$ cat config.mk
export PLATFORM = sky130hd
export DESIGN_NAME = rtmp_chunk_header_parser_flat
export DESIGN_NICKNAME = d
export VERILOG_FILES = /design/src/hw/rtl/rtmpchp_pkg.sv /design/src/hw/rtl/rtmpchp_if.sv /design/src/hw/rtl/rtmpchp_parser.sv /design/src/hw/rtl/rtmpchp_out_buf.sv /design/src/hw/rtl/rtmp_chunk_header_parser.sv /design/src/flat_wrapper.sv
export SDC_FILE = /design/constraint.sdc
export NUM_CORES = 1
export LEC_CHECK = 0
export BUFFER_PORTS_ARGS = -buffer_cell sky130_fd_sc_hd__buf_4
export CORE_ASPECT_RATIO = 1.4
export CORE_MARGIN = 2
export CORE_UTILIZATION = 65
export CTS_BUF_LIST = sky130_fd_sc_hd__clkbuf_4 sky130_fd_sc_hd__clkbuf_8
export CTS_CLUSTER_DIAMETER = 120
export DETAILED_ROUTE_END_ITERATION = 10
export GPL_ROUTABILITY_DRIVEN = 0
export PLACE_DENSITY_LB_ADDON = 0.08
export REMOVE_ABC_BUFFERS = 1
export SYNTH_ARGS = -nofsm -noshare
export SYNTH_HDL_FRONTEND = slang
export SYNTH_SLANG_ARGS = --single-unit
$ cat constraint.sdc
create_clock -name i_clk -period 42.4 [get_ports i_clk]
set_clock_uncertainty 0.15 [all_clocks]
set_input_delay 8.48 -clock i_clk [delete_from_list [all_inputs] [get_ports i_clk]]
set_output_delay 8.48 -clock i_clk [all_outputs]
set_load 0.01 [all_outputs]
$ cat src/hw/rtl/rtmpchp_pkg.sv
// Types and constants of the RTMP chunk header parser.
// Depends on nothing; used by every module of the block.
`timescale 1ns / 1ps

package rtmpchp_pkg;

    typedef enum logic [1:0] {
        PH_BASIC = 2'd0,
        PH_CSID  = 2'd1,
        PH_MSG   = 2'd2,
        PH_EXT   = 2'd3
    } t_phase;

    localparam logic [1:0]  FMT_FULL       = 2'd0;
    localparam logic [1:0]  FMT_DELTA      = 2'd1;
    localparam logic [1:0]  FMT_DELTA_ONLY = 2'd2;
    localparam logic [1:0]  FMT_NONE       = 2'd3;

    localparam logic [5:0]  CSID_SHORT_MARK = 6'h00;
    localparam logic [5:0]  CSID_LONG_MARK  = 6'h3f;
    localparam logic [16:0] CSID_OFFSET     = 17'd64;
    localparam logic [23:0] TS_ESCAPE       = 24'hffffff;
    localparam logic [3:0]  EXT_BYTES       = 4'd4;

    localparam logic STATUS_DONE  = 1'b0;
    localparam logic STATUS_TRUNC = 1'b1;

    typedef struct packed {
        logic [7:0] data_byte;
        logic       last_in_buffer;
    } t_in_item;

    typedef struct packed {
        logic [1:0]  fmt;
        logic [16:0] chunk_stream_id;
        logic [31:0] timestamp;
        logic [23:0] timestamp_delta;
        logic [23:0] message_length;
        logic [7:0]  message_type;
        logic [31:0] message_stream_id;
        logic [31:0] extended_timestamp;
        logic        extended_present;
        logic [4:0]  header_bytes;
        logic        status;
    } t_out_item;

    typedef struct packed {
        logic      valid;
        t_out_item item;
    } t_result;

    function automatic logic [3:0] msg_len(input logic [1:0] fmt);
        logic [3:0] len;
        case (fmt)
            FMT_FULL:       len = 4'd11;
            FMT_DELTA:      len = 4'd7;
            FMT_DELTA_ONLY: len = 4'd3;
            default:        len = 4'd0;
        endcase
        return len;
    endfunction

endpackage

$ cat src/hw/rtl/rtmpchp_if.sv
// Request channels of the chunk header parser: input bytes and header results.
// Depends on nothing.
`timescale 1ns / 1ps

interface rtmpchp_in_if;
    logic       valid;
    logic       ready;
    logic [7:0] data_byte;
    logic       last_in_buffer;

    modport source (output valid, output data_byte, output last_in_buffer, input ready);
    modport sink   (input valid, input data_byte, input last_in_buffer, output ready);
endinterface

interface rtmpchp_out_if;
    logic        valid;
    logic        ready;
    logic [1:0]  fmt;
    logic [16:0] chunk_stream_id;
    logic [31:0] timestamp;
    logic [23:0] timestamp_delta;
    logic [23:0] message_length;
    logic [7:0]  message_type;
    logic [31:0] message_stream_id;
    logic [31:0] extended_timestamp;
    logic        extended_present;
    logic [4:0]  header_bytes;
    logic        status;

    modport source (
        output valid, input ready,
        output fmt, output chunk_stream_id, output timestamp, output timestamp_delta,
        output message_length, output message_type, output message_stream_id,
        output extended_timestamp, output extended_present, output header_bytes,
        output status
    );
    modport sink (
        input valid, output ready,
        input fmt, input chunk_stream_id, input timestamp, input timestamp_delta,
        input message_length, input message_type, input message_stream_id,
        input extended_timestamp, input extended_present, input header_bytes,
        input status
    );
endinterface

$ cat src/hw/rtl/rtmpchp_parser.sv
// Byte-serial header decode: phase state, field shift registers and previous header.
// Depends on rtmpchp_pkg; produces at most one result per accepted byte.
`timescale 1ns / 1ps

module rtmpchp_parser (
    input  logic                  i_clk,
    input  logic                  i_rst_n,
    input  logic                  i_accept,
    input  rtmpchp_pkg::t_in_item i_item,
    output rtmpchp_pkg::t_result  o_result
);

    rtmpchp_pkg::t_phase r_phase, n_phase;
    logic [3:0]  r_bip, n_bip;
    logic [4:0]  r_cnt, n_cnt;
    logic        r_skip, n_skip;
    logic        r_long, n_long;
    logic [1:0]  r_fmt, n_fmt;
    logic [16:0] r_csid, n_csid;
    logic [31:0] r_ext, n_ext;
    logic [23:0] r_ts_raw, n_ts_raw;
    logic [23:0] r_delta, n_delta;
    logic [23:0] r_len, n_len;
    logic [7:0]  r_type, n_type;
    logic [31:0] r_sid, n_sid;
    logic [31:0] r_prev_ts, n_prev_ts;
    logic [23:0] r_prev_delta, n_prev_delta;
    logic [23:0] r_prev_len, n_prev_len;
    logic [7:0]  r_prev_type, n_prev_type;
    logic [31:0] r_prev_sid, n_prev_sid;

    logic [7:0]  w_b;
    logic        w_last;
    logic        w_after_csid;
    logic        w_after_msg;
    logic        w_fin;
    logic        w_fin_ext;
    logic        w_need_ext;
    logic [23:0] w_addend;
    logic [31:0] w_ts_sum;
    rtmpchp_pkg::t_out_item w_fin_item;
    rtmpchp_pkg::t_result   w_result;

    assign w_b    = i_item.data_byte;
    assign w_last = i_item.last_in_buffer;

    always_comb begin
        n_phase = r_phase;
        n_bip   = r_bip;
        n_cnt   = r_cnt;
        n_skip  = r_skip;
        n_long  = r_long;
        n_fmt   = r_fmt;
        n_csid  = r_csid;
        n_ext   = r_ext;
        n_ts_raw = r_ts_raw;
        n_delta = r_delta;
        n_len   = r_len;
        n_type  = r_type;
        n_sid   = r_sid;
        w_after_csid = 1'b0;
        w_after_msg  = 1'b0;
        w_fin        = 1'b0;
        w_fin_ext    = 1'b0;
        w_need_ext   = 1'b0;
        if (!r_skip) begin
            unique case (r_phase)
                rtmpchp_pkg::PH_CSID: begin
                    n_cnt = r_cnt + 5'd1;
                    n_bip = r_bip + 4'd1;
                    if (!r_long) begin
                        n_csid = {9'd0, w_b} + rtmpchp_pkg::CSID_OFFSET;
                        w_after_csid = 1'b1;
                    end else if (r_bip == 4'd0) begin
                        n_csid = {9'd0, w_b};
                    end else begin
                        n_csid = {1'b0, w_b, 8'd0} + r_csid + rtmpchp_pkg::CSID_OFFSET;
                        w_after_csid = 1'b1;
                    end
                end
                rtmpchp_pkg::PH_MSG: begin
                    n_cnt = r_cnt + 5'd1;
                    n_bip = r_bip + 4'd1;
                    if (r_bip < 4'd3) begin
                        if (r_fmt == rtmpchp_pkg::FMT_FULL) begin
                            n_ts_raw = {r_ts_raw[15:0], w_b};
                        end else begin
                            n_delta = {r_delta[15:0], w_b};
                        end
                    end else if (r_bip < 4'd6) begin
                        n_len = {r_len[15:0], w_b};
                    end else if (r_bip == 4'd6) begin
                        n_type = w_b;
                    end else begin
                        n_sid = {r_sid[23:0], w_b};
                    end
                    if (n_bip >= rtmpchp_pkg::msg_len(r_fmt)) begin
                        w_after_msg = 1'b1;
                    end
                end
                rtmpchp_pkg::PH_EXT: begin
                    n_cnt = r_cnt + 5'd1;
                    n_bip = r_bip + 4'd1;
                    n_ext = {r_ext[23:0], w_b};
                    if (n_bip >= rtmpchp_pkg::EXT_BYTES) begin
                        w_fin     = 1'b1;
                        w_fin_ext = 1'b1;
                    end
                end
                default: begin
                    n_fmt    = w_b[7:6];
                    n_csid   = '0;
                    n_ext    = '0;
                    n_ts_raw = '0;
                    n_delta  = '0;
                    n_len    = '0;
                    n_type   = '0;
                    n_sid    = '0;
                    n_cnt    = 5'd1;
                    n_bip    = 4'd0;
                    n_long   = (w_b[5:0] == rtmpchp_pkg::CSID_LONG_MARK);
                    if (w_b[5:0] == rtmpchp_pkg::CSID_SHORT_MARK ||
                        w_b[5:0] == rtmpchp_pkg::CSID_LONG_MARK) begin
                        n_phase = rtmpchp_pkg::PH_CSID;
                    end else begin
                        n_csid = {11'd0, w_b[5:0]};
                        w_after_csid = 1'b1;
                    end
                end
            endcase

            if (w_after_csid) begin
                if (rtmpchp_pkg::msg_len(n_fmt) == 4'd0) begin
                    w_after_msg = 1'b1;
                end else begin
                    n_phase = rtmpchp_pkg::PH_MSG;
                    n_bip   = 4'd0;
                end
            end

            w_need_ext =
                (n_fmt == rtmpchp_pkg::FMT_FULL && n_ts_raw == rtmpchp_pkg::TS_ESCAPE) ||
                ((n_fmt == rtmpchp_pkg::FMT_DELTA || n_fmt == rtmpchp_pkg::FMT_DELTA_ONLY) &&
                 n_delta == rtmpchp_pkg::TS_ESCAPE);

            if (w_after_msg) begin
                if (w_need_ext) begin
                    n_phase = rtmpchp_pkg::PH_EXT;
                    n_bip   = 4'd0;
                    n_ext   = '0;
                end else begin
                    w_fin = 1'b1;
                end
            end

            if (w_fin || w_last) begin
                n_phase = rtmpchp_pkg::PH_BASIC;
                n_bip   = 4'd0;
                n_skip  = w_fin && !w_last;
            end
        end else if (w_last) begin
            n_skip  = 1'b0;
            n_phase = rtmpchp_pkg::PH_BASIC;
            n_bip   = 4'd0;
        end
    end

    assign w_addend = (n_fmt == rtmpchp_pkg::FMT_NONE) ? r_prev_delta : n_delta;
    assign w_ts_sum = r_prev_ts + {8'd0, w_addend};

    always_comb begin
        w_fin_item = '0;
        w_fin_item.fmt                = n_fmt;
        w_fin_item.chunk_stream_id    = n_csid;
        w_fin_item.extended_timestamp = w_fin_ext ? n_ext : 32'd0;
        w_fin_item.extended_present   = w_fin_ext;
        w_fin_item.header_bytes       = n_cnt;
        w_fin_item.status             = rtmpchp_pkg::STATUS_DONE;
        w_fin_item.timestamp          = w_ts_sum;
        w_fin_item.timestamp_delta    = w_addend;
        w_fin_item.message_length     = r_prev_len;
        w_fin_item.message_type       = r_prev_type;
        w_fin_item.message_stream_id  = r_prev_sid;
        case (n_fmt)
            rtmpchp_pkg::FMT_FULL: begin
                w_fin_item.timestamp         = {8'd0, n_ts_raw};
                w_fin_item.timestamp_delta   = 24'd0;
                w_fin_item.message_length    = n_len;
                w_fin_item.message_type      = n_type;
                w_fin_item.message_stream_id = n_sid;
            end
            rtmpchp_pkg::FMT_DELTA: begin
                w_fin_item.message_length = n_len;
                w_fin_item.message_type   = n_type;
            end
            default: begin
            end
        endcase
    end

    always_comb begin
        w_result = '0;
        n_prev_ts    = r_prev_ts;
        n_prev_delta = r_prev_delta;
        n_prev_len   = r_prev_len;
        n_prev_type  = r_prev_type;
        n_prev_sid   = r_prev_sid;
        if (i_accept && !r_skip) begin
            if (w_fin) begin
                w_result.valid = 1'b1;
                w_result.item  = w_fin_item;
                n_prev_ts    = w_fin_item.timestamp;
                n_prev_delta = w_fin_item.timestamp_delta;
                n_prev_len   = w_fin_item.message_length;
                n_prev_type  = w_fin_item.message_type;
                n_prev_sid   = w_fin_item.message_stream_id;
            end else if (w_last) begin
                w_result.valid             = 1'b1;
                w_result.item.fmt          = n_fmt;
                w_result.item.header_bytes = n_cnt;
                w_result.item.status       = rtmpchp_pkg::STATUS_TRUNC;
            end
        end
    end

    assign o_result = w_result;

    always_ff @(posedge i_clk) begin
        if (!i_rst_n) begin
            r_phase      <= rtmpchp_pkg::PH_BASIC;
            r_bip        <= '0;
            r_cnt        <= '0;
            r_skip       <= 1'b0;
            r_long       <= 1'b0;
            r_fmt        <= '0;
            r_csid       <= '0;
            r_ext        <= '0;
            r_ts_raw     <= '0;
            r_delta      <= '0;
            r_len        <= '0;
            r_type       <= '0;
            r_sid        <= '0;
            r_prev_ts    <= '0;
            r_prev_delta <= '0;
            r_prev_len   <= '0;
            r_prev_type  <= '0;
            r_prev_sid   <= '0;
        end else if (i_accept) begin
            r_phase      <= n_phase;
            r_bip        <= n_bip;
            r_cnt        <= n_cnt;
            r_skip       <= n_skip;
            r_long       <= n_long;
            r_fmt        <= n_fmt;
            r_csid       <= n_csid;
            r_ext        <= n_ext;
            r_ts_raw     <= n_ts_raw;
            r_delta      <= n_delta;
            r_len        <= n_len;
            r_type       <= n_type;
            r_sid        <= n_sid;
            r_prev_ts    <= n_prev_ts;
            r_prev_delta <= n_prev_delta;
            r_prev_len   <= n_prev_len;
            r_prev_type  <= n_prev_type;
            r_prev_sid   <= n_prev_sid;
        end
    end

endmodule

$ cat src/hw/rtl/rtmpchp_out_buf.sv
// Result register with a skid stage for the header result channel.
// Depends on rtmpchp_pkg.
`timescale 1ns / 1ps

module rtmpchp_out_buf (
    input  logic                   i_clk,
    input  logic                   i_rst_n,
    input  rtmpchp_pkg::t_result   i_result,
    output logic                   o_in_ready,
    output logic                   o_valid,
    output rtmpchp_pkg::t_out_item o_item,
    input  logic                   i_ready
);

    logic                   r_main_valid, n_main_valid;
    logic                   r_skid_valid, n_skid_valid;
    rtmpchp_pkg::t_out_item r_main, n_main;
    rtmpchp_pkg::t_out_item r_skid, n_skid;
    logic                   w_pop;

    assign w_pop = r_main_valid && i_ready;

    always_comb begin
        n_main_valid = r_main_valid;
        n_skid_valid = r_skid_valid;
        n_main       = r_main;
        n_skid       = r_skid;
        if (!r_main_valid || w_pop) begin
            if (r_skid_valid) begin
                n_main       = r_skid;
                n_main_valid = 1'b1;
                n_skid_valid = 1'b0;
            end else begin
                n_main       = i_result.item;
                n_main_valid = i_result.valid;
            end
        end else if (i_result.valid) begin
            n_skid       = i_result.item;
            n_skid_valid = 1'b1;
        end
    end

    always_ff @(posedge i_clk) begin
        if (!i_rst_n) begin
            r_main_valid <= 1'b0;
            r_skid_valid <= 1'b0;
        end else begin
            r_main_valid <= n_main_valid;
            r_skid_valid <= n_skid_valid;
        end
    end

    always_ff @(posedge i_clk) begin
        r_main <= n_main;
        r_skid <= n_skid;
    end

    assign o_in_ready = !r_skid_valid;
    assign o_valid    = r_main_valid;
    assign o_item     = r_main;

endmodule

$ cat src/hw/rtl/rtmp_chunk_header_parser.sv
// Top level of the RTMP chunk header parser.
// Depends on rtmpchp_pkg, rtmpchp_if, rtmpchp_parser and rtmpchp_out_buf.
`timescale 1ns / 1ps

// Usage
//   i_in  : one request per byte of a received buffer; last_in_buffer marks the
//           final byte. The first byte of every buffer is a basic header.
//   o_out : one request per chunk header, either a complete header with omitted
//           fields filled from the previous header, or status 1 when the buffer
//           ended before the header was complete. Payload bytes give nothing.
//   Throughput: one byte per cycle while i_in.ready is high. A byte is decoded and the
//           phase, field and previous-header registers are updated as it is taken.
//   Result path: the result of the byte that ends the header (or the buffer) is
//           registered in the result register, or in its skid stage while o_out stalls.
//   Stall: the result register has a skid stage behind it; i_in.ready drops only
//           while two results wait, and rises the cycle after o_out takes one.
//   Reset: synchronous, active low. The parser expects a basic header, the
//           previous header reads as all zero and both result slots are empty.

module rtmp_chunk_header_parser (
    input  logic           i_clk,
    input  logic           i_rst_n,
    rtmpchp_in_if.sink     i_in,
    rtmpchp_out_if.source  o_out
);

    logic                   w_accept;
    logic                   w_in_ready;
    logic                   w_out_valid;
    rtmpchp_pkg::t_in_item  w_in_item;
    rtmpchp_pkg::t_result   w_result;
    rtmpchp_pkg::t_out_item w_out_item;

    assign i_in.ready = w_in_ready;
    assign w_accept   = i_in.valid && w_in_ready;
    assign w_in_item.data_byte      = i_in.data_byte;
    assign w_in_item.last_in_buffer = i_in.last_in_buffer;

    rtmpchp_parser u_parser (
        .i_clk    (i_clk),
        .i_rst_n  (i_rst_n),
        .i_accept (w_accept),
        .i_item   (w_in_item),
        .o_result (w_result)
    );

    rtmpchp_out_buf u_out_buf (
        .i_clk      (i_clk),
        .i_rst_n    (i_rst_n),
        .i_result   (w_result),
        .o_in_ready (w_in_ready),
        .o_valid    (w_out_valid),
        .o_item     (w_out_item),
        .i_ready    (o_out.ready)
    );

    assign o_out.valid              = w_out_valid;
    assign o_out.fmt                = w_out_item.fmt;
    assign o_out.chunk_stream_id    = w_out_item.chunk_stream_id;
    assign o_out.timestamp          = w_out_item.timestamp;
    assign o_out.timestamp_delta    = w_out_item.timestamp_delta;
    assign o_out.message_length     = w_out_item.message_length;
    assign o_out.message_type       = w_out_item.message_type;
    assign o_out.message_stream_id  = w_out_item.message_stream_id;
    assign o_out.extended_timestamp = w_out_item.extended_timestamp;
    assign o_out.extended_present   = w_out_item.extended_present;
    assign o_out.header_bytes       = w_out_item.header_bytes;
    assign o_out.status             = w_out_item.status;

endmodule

$ cat src/flat_wrapper.sv
// flat-port wrapper written by rule: the top's interface ports become plain ports
module rtmp_chunk_header_parser_flat 
  (i_clk, i_rst_n, i_in_valid, i_in_data_byte, i_in_last_in_buffer, i_in_ready, o_out_valid, o_out_ready, o_out_fmt, o_out_chunk_stream_id, o_out_timestamp, o_out_timestamp_delta, o_out_message_length, o_out_message_type, o_out_message_stream_id, o_out_extended_timestamp, o_out_extended_present, o_out_header_bytes, o_out_status);
  rtmpchp_in_if i_in_i ();
  rtmpchp_out_if o_out_i ();
  input  logic i_clk;
  input  logic i_rst_n;
  input wire logic [$bits(i_in_i.valid)-1:0] i_in_valid;
  input wire logic [$bits(i_in_i.data_byte)-1:0] i_in_data_byte;
  input wire logic [$bits(i_in_i.last_in_buffer)-1:0] i_in_last_in_buffer;
  output wire logic [$bits(i_in_i.ready)-1:0] i_in_ready;
  output wire logic [$bits(o_out_i.valid)-1:0] o_out_valid;
  input wire logic [$bits(o_out_i.ready)-1:0] o_out_ready;
  output wire logic [$bits(o_out_i.fmt)-1:0] o_out_fmt;
  output wire logic [$bits(o_out_i.chunk_stream_id)-1:0] o_out_chunk_stream_id;
  output wire logic [$bits(o_out_i.timestamp)-1:0] o_out_timestamp;
  output wire logic [$bits(o_out_i.timestamp_delta)-1:0] o_out_timestamp_delta;
  output wire logic [$bits(o_out_i.message_length)-1:0] o_out_message_length;
  output wire logic [$bits(o_out_i.message_type)-1:0] o_out_message_type;
  output wire logic [$bits(o_out_i.message_stream_id)-1:0] o_out_message_stream_id;
  output wire logic [$bits(o_out_i.extended_timestamp)-1:0] o_out_extended_timestamp;
  output wire logic [$bits(o_out_i.extended_present)-1:0] o_out_extended_present;
  output wire logic [$bits(o_out_i.header_bytes)-1:0] o_out_header_bytes;
  output wire logic [$bits(o_out_i.status)-1:0] o_out_status;
  assign i_in_i.valid = i_in_valid;
  assign i_in_i.data_byte = i_in_data_byte;
  assign i_in_i.last_in_buffer = i_in_last_in_buffer;
  assign i_in_ready = i_in_i.ready;
  assign o_out_valid = o_out_i.valid;
  assign o_out_i.ready = o_out_ready;
  assign o_out_fmt = o_out_i.fmt;
  assign o_out_chunk_stream_id = o_out_i.chunk_stream_id;
  assign o_out_timestamp = o_out_i.timestamp;
  assign o_out_timestamp_delta = o_out_i.timestamp_delta;
  assign o_out_message_length = o_out_i.message_length;
  assign o_out_message_type = o_out_i.message_type;
  assign o_out_message_stream_id = o_out_i.message_stream_id;
  assign o_out_extended_timestamp = o_out_i.extended_timestamp;
  assign o_out_extended_present = o_out_i.extended_present;
  assign o_out_header_bytes = o_out_i.header_bytes;
  assign o_out_status = o_out_i.status;
  rtmp_chunk_header_parser u_core (.i_clk(i_clk), .i_rst_n(i_rst_n), .i_in(i_in_i), .o_out(o_out_i));
endmodule
* After elaboration in Yosys (flattened, before gate mapping)
Index checks and enable logic that the tools add are counted.
W data, S select, Z words.
** Storage, ports and cells
- Bits in registers :: 654
- Bits of input ports :: 13
** Operators by class
- Add/sub/neg operators :: 6
- Magnitude comparators :: 4
- Equal/unequal tests :: 14
- Multiplexer cells :: 94
- Bitwise operators :: 4
- Reduce and logical (&&, ||, !) cells :: 31
** Operator list (number)
- $mux W32 :: 10
- $mux W24 :: 12
- $mux W179 :: 1
- $mux W178 :: 1
- $mux W170 :: 1
- $pmux W24 S2 :: 3
- $pmux W32 S2 :: 2
- $mux W56 :: 1
- $mux W17 :: 3
- $eq A24 B24 Y1 const B :: 2
- $mux W4 :: 12
- $pmux W17 S2 :: 1
- $add A32 B24 Y32 :: 1
- $mux W8 :: 4
- $mux W2 :: 12
- $pmux W4 S3 :: 2
- $mux W1 :: 20
- $mux W6 :: 3
- $add A16 B17 Y17 :: 1
- $add A17 B7 Y17 const B :: 1
- $pmux W8 S2 :: 1
- $eq A2 B2 Y1 const B :: 5
- $mux W5 :: 2
- $reduce_or A2 Y1 :: 5
- other kinds (23) :: 47

* Longest topological paths before layout
- Word-level depth :: 18
- Depth in mapped cells :: 22
- Gate-level depth less buffers :: 19

* By module
Synthesis repeated with hierarchy kept, for this count alone.
** Second synthesis, totals
- Cell total of the unflattened synthesis :: 2819
- Area, all modules :: 31411.4 um2
** Modules (own cells, without submodules)
- rtmpchp_parser :: instances 1, cells an instance 2255, area each 18086.1 um2
- rtmpchp_out_buf :: instances 1, cells an instance 563, area each 13319.0 um2
- rtmp_chunk_header_parser :: instances 1, cells an instance 1, area each 6.3 um2

* Worst setup path after synthesis
Ideal clock, no wire load.
- Path type :: input to register
- From :: input port o_out_ready
- To :: register u_core.u_out_buf.r_skid[0] in the netlist's numbering (enable)
- Library setup time :: 1941 ps
- Data arrival time :: 23298 ps
- Required time :: 40309 ps
- Path slack :: 17011 ps
- Stages :: 2
- Buffers on the path :: 0
- Cells stage by stage :: nand2b_1 nor2_1
** Between the ends
- Cells in the longest elaborated chain, start to end :: 4
** Ends and longest elaborated chain
- from (decl) :: line flat_wrapper.sv:13 : input wire logic [$bits(o_out_i.ready)-1:0] o_out_ready;
- $logic_and A1 B1 Y1 :: line rtmpchp_out_buf.sv:21 : assign w_pop = r_main_valid && i_ready;
- $logic_or A1 B1 Y1 :: line rtmpchp_out_buf.sv:28 : if (!r_main_valid || w_pop) begin
- $not A1 Y1 (no line)
- $reduce_and A2 Y1 (no line)
- to (signal assigned) :: line rtmpchp_out_buf.sv:55 : r_skid <= n_skid;
- to (decl) :: line rtmpchp_out_buf.sv:18 : rtmpchp_pkg::t_out_item r_skid, n_skid;
No other way between the ends.
A chain may end at the register's enable or synchronous reset.

* Worst setup path after layout
- From :: input port i_in_data_byte[7]
- To :: register u_core.u_out_buf.r_main, in the netlist u_core.u_out_buf.o_item[157] (data pin)
** Between the ends
- Cells in the longest elaborated chain, start to end :: 16
** Ends and longest elaborated chain
- from (decl) :: line flat_wrapper.sv:9 : input wire logic [$bits(i_in_i.data_byte)-1:0] i_in_data_byte;
- parallel branches: the longest is 13 deep, another holds $add A32 B24 Y32
- $mux W170 (*) :: line rtmpchp_parser.sv:209 : if (w_fin) begin
- $mux W179 (*) :: line rtmpchp_parser.sv:208 : if (i_accept && !r_skip) begin
- $mux W178 (*) :: line rtmpchp_out_buf.sv:29 : if (r_skid_valid) begin
- to (signal assigned) :: line rtmpchp_out_buf.sv:54 : r_main <= n_main;
- to (decl) :: line rtmpchp_out_buf.sv:17 : rtmpchp_pkg::t_out_item r_main, n_main;
Every way passes the cells marked *. The select of a mux whose other input is x is not followed.

==> impl_metrics.json <==
{
  "vias_per_cell": 6.31,
  "p_leak_nw": 13.8,
  "cts_tree": "built",
  "path_class": "input pin to register",
  "h-tree-depth": 3,
  "hpwl_mm": 44.5,
  "yosysTopAreaCell": "edfxtp_1",
  "critPathCaptureType": "register",
  "finalHoldViolCount": 0,
  "synth_area_sq_um": 29400,
  "power_density_nw_per_um2": 39.6,
  "postPlaceCellArea_sq_um": 30900,
  "clk_pin_slew_ns": 0.06,
  "hold_end": "u_core.u_parser.r_prev_sid[26]$_SDFFE_PN0P_",
  "status": "completed",
  "slew_violations": 0,
  "cts.sinks": 654,
  "drt-pass1-iter-count": 6,
  "rsz0062_at_grt": "no",
  "synth-seq-area-share": 0.566,
  "clock_latency_ns": 0.67,
  "period_needed_ns": 13.28,
  "drive_gt1_frac": 0.155,
  "synth-edff-count": 356,
  "numCtsBuffers": 93,
  "gr-total-overflow": 0,
  "grt_pass1_wl_mm": 115,
  "synth-seq-cells": 654,
  "hold_path_depth": 2,
  "synth_top_flop_cell": "edfxtp_1",
  "r2r-start": "u_core.u_parser.r_phase[1]$_SDFFE_PN0P_",
  "antenna_found_initial": 1,
  "cts_setup_buffers": 0,
  "rows": 92,
  "synth_top_area_share": 0.363,
  "critPathRequiredTime_ns": 42.65,
  "drc": 0,
  "clock.fmax_mhz": 75.3,
  "yosysWarnings": 0,
  "post_cts_resized": 0,
  "io_pins": 193,
  "die_w_microns": 184,
  "r2r_end": "u_core.u_out_buf.o_item[157]$_DFFE_PP_",
  "synth.distinct_cells": 73,
  "io_buffers": 192,
  "root_buffer": "clkbuf_8",
  "ff2ff_path_depth": 18,
  "dieHeight_microns": 256,
  "grt_pass1_vias": 22500,
  "synth_most_common_cell": "nand2_1",
  "setup_viol": 0,
  "totalWireLength_mm": 72.4,
  "drt_iter0_drc": 2222,
  "nets": 3121,
  "wl_per_cell_microns": 19.6,
  "die_area_sq_um": 47000,
  "regToRegSetupSlack_ns": 35.52,
  "synth.area.top_cells": "edfxtp_1 (36%), dfxtp_1 (20%), nand2_1 (6.7%), a22oi_1 (5.4%), nor2_1 (3.3%)",
  "clockBufferDepth": 3,
  "syn_inst": 2954,
  "start_kind": "input pin",
  "drv_cap": 0,
  "fin_setup_tns_ns": 0,
  "start_util": 0.655,
  "areaGrowthSynthToFinish_pct": 12.0,
  "hp-class": "register to register",
  "async_flop_share": 0,
  "ant_nets": 0,
  "hp-start": "u_core.u_parser.r_prev_sid[26]$_SDFFE_PN0P_",
  "finalInstanceArea_sq_um": 32900,
  "grt_max_degree": 98,
  "tightest_slew_ns": 1.31,
  "vdd_ir_drop_max_v": 0.0000293,
  "arrival_ns": 13.54,
  "design.core.area_sq_um": 44900,
  "path_max_fanout": 70,
  "period_share": 0.313,
  "track_usage": 0.304,
  "slew_headroom": 0.122,
  "num_vias": 23400,
  "synth_common_cells": "nand2_1 (522), edfxtp_1 (356), dfxtp_1 (298)",
  "synth.avg_cell_area_sq_um": 9.96,
  "cts-hold-fix-buffers": 0
}
## layer usage
layer / share of wire / wire, microns / track usage / up-vias
li1: - / - / - / 10900
met1: 0.39 / 28600 / 0.382 / 11200
met2: 0.49 / 35400 / 0.510 / 1051
met3: 0.072 / 5240 / 0.0484 / 231
met4: 0.044 / 3170 / 0.153 / 0
met5: 0 / 0 / 0 / -
## worst max path at each step
stage	depth (start not counted)	end	slack (ns)	startpoint
after CTS	18	u_core.u_out_buf.o_item[155]$_DFFE_PP_	29.26	i_in_data_byte[7]
after floorplan	2	u_core.u_out_buf.r_skid[0]$_DFFE_PP_	17.01	o_out_ready
after detailed placement	18	u_core.u_out_buf.o_item[155]$_DFFE_PP_	28.56	i_in_data_byte[7]
final	18	u_core.u_out_buf.o_item[157]$_DFFE_PP_	29.12	i_in_data_byte[7]
after global routing	18	u_core.u_out_buf.o_item[155]$_DFFE_PP_	28.84	i_in_data_byte[7]
after global placement	18	u_core.u_out_buf.o_item[155]$_DFFE_PP_	28.67	i_in_data_byte[7]
## layout make-up
type                    count  area [sq um]
inverters                 152           576
clock inverters            18           123
well taps                 564           706
flip-flops and latches    654         16700
multi-input cells        1927         11300
clock buffers             157          1870
fillers                  3256         12000
repair buffers            231          1730
diodes                      1          2.50
## sequential cells by signal, indices dropped and copies added, names as in the netlist, 4 cells and up
name                          flops
u_core.u_out_buf.o_item         178
u_core.u_out_buf.r_skid         178
u_core.u_parser.r_prev_len       24
u_core.u_parser.r_prev_type       8
u_core.u_parser.r_prev_ts        32
u_core.u_parser.r_len            24
u_core.u_parser.r_cnt             5
u_core.u_parser.r_prev_sid       32
u_core.u_parser.r_bip             4
u_core.u_parser.r_delta          24
u_core.u_parser.r_csid           17
u_core.u_parser.r_prev_delta     24
u_core.u_parser.r_type            8
u_core.u_parser.r_ext            32
u_core.u_parser.r_sid            32
u_core.u_parser.r_ts_raw         24
## per-stage QoR
step | util | total power, mW | setup WS (ns) | hold WS [ns] | std cells
6_report | 0.733 | 1.30 | 29.12 | 0.304 | 3704
5_1_grt | 0.733 | 1.35 | 28.84 | 0.316 | 3704
4_1_cts | 0.733 | 1.31 | 29.26 | 0.305 | 3703
3_5_place_dp | 0.689 | 0.796 | 28.56 | 0.297 | 3528
3_3_place_gp | 0.689 | 0.794 | 28.67 | 0.292 | 3528
2_1_floorplan | - | 0.756 | 17.01 | 0.283 | 2733
## critical path, cell delays in order
cell and delay [ns]:
buf_4 0.20, mux2i_4 0.15, buf_4 0.65, nor2_2 0.04, buf_4 0.28, nand2_1 0.12
o21ai_0 0.13, ha_1 0.28, fa_1 0.45, a211oi_1 0.30, o21ai_0 0.31, o21ba_2 0.30
o21ai_0 0.43, o311ai_0 0.26, a41oi_1 0.55, nand3b_1 0.24, xor2_1 0.19, o21ai_0 0.10
## cells by family (layout without fill, tap and decap cells)
logic type / Yosys count / in the layout / synth area share
mux: 6 / 6 / 0.00208
simple gates: 958 / 958 / 0.137
compound gates: 883 / 883 / 0.210
xor+xnor: 31 / 31 / 0.00923
buf+inv: 373 / 558 / 0.0540
fa+ha+maj: 49 / 49 / 0.0211
other cells: 0 / 1 / 0
flops: 654 / 654 / 0.566
## power by group
group / switching [mW] / internal (mW) / total (mW) / leakage (nW)
sequential: 0.00676 / 0.681 / 0.687 / 6.34
clock: 0.235 / 0.284 / 0.519 / 1.07
combinational: 0.0671 / 0.0296 / 0.0967 / 6.43
## cell usage in the layout (no fill, tap or decap), types with 13 or more instances in the layout
cell type	n
a21oi_1	188
ha_1	48
buf_4	231
clkbuf_8	110
clkbuf_4	47
a31oi_1	13
nand2_1	520
o22ai_1	13
a21o_1	32
o211ai_2	21
o21ai_0	135
nand3_1	34
a22o_1	40
xor2_1	17
or2_2	22
nor3_1	34
edfxtp_1	356
dfxtp_1	297
inv_1	149
o311a_1	18
nor2_1	248
a22oi_1	211
xnor2_1	14
o211ai_1	59
a211oi_1	14
a221o_1	48
(Power assumes the default switching activity.)
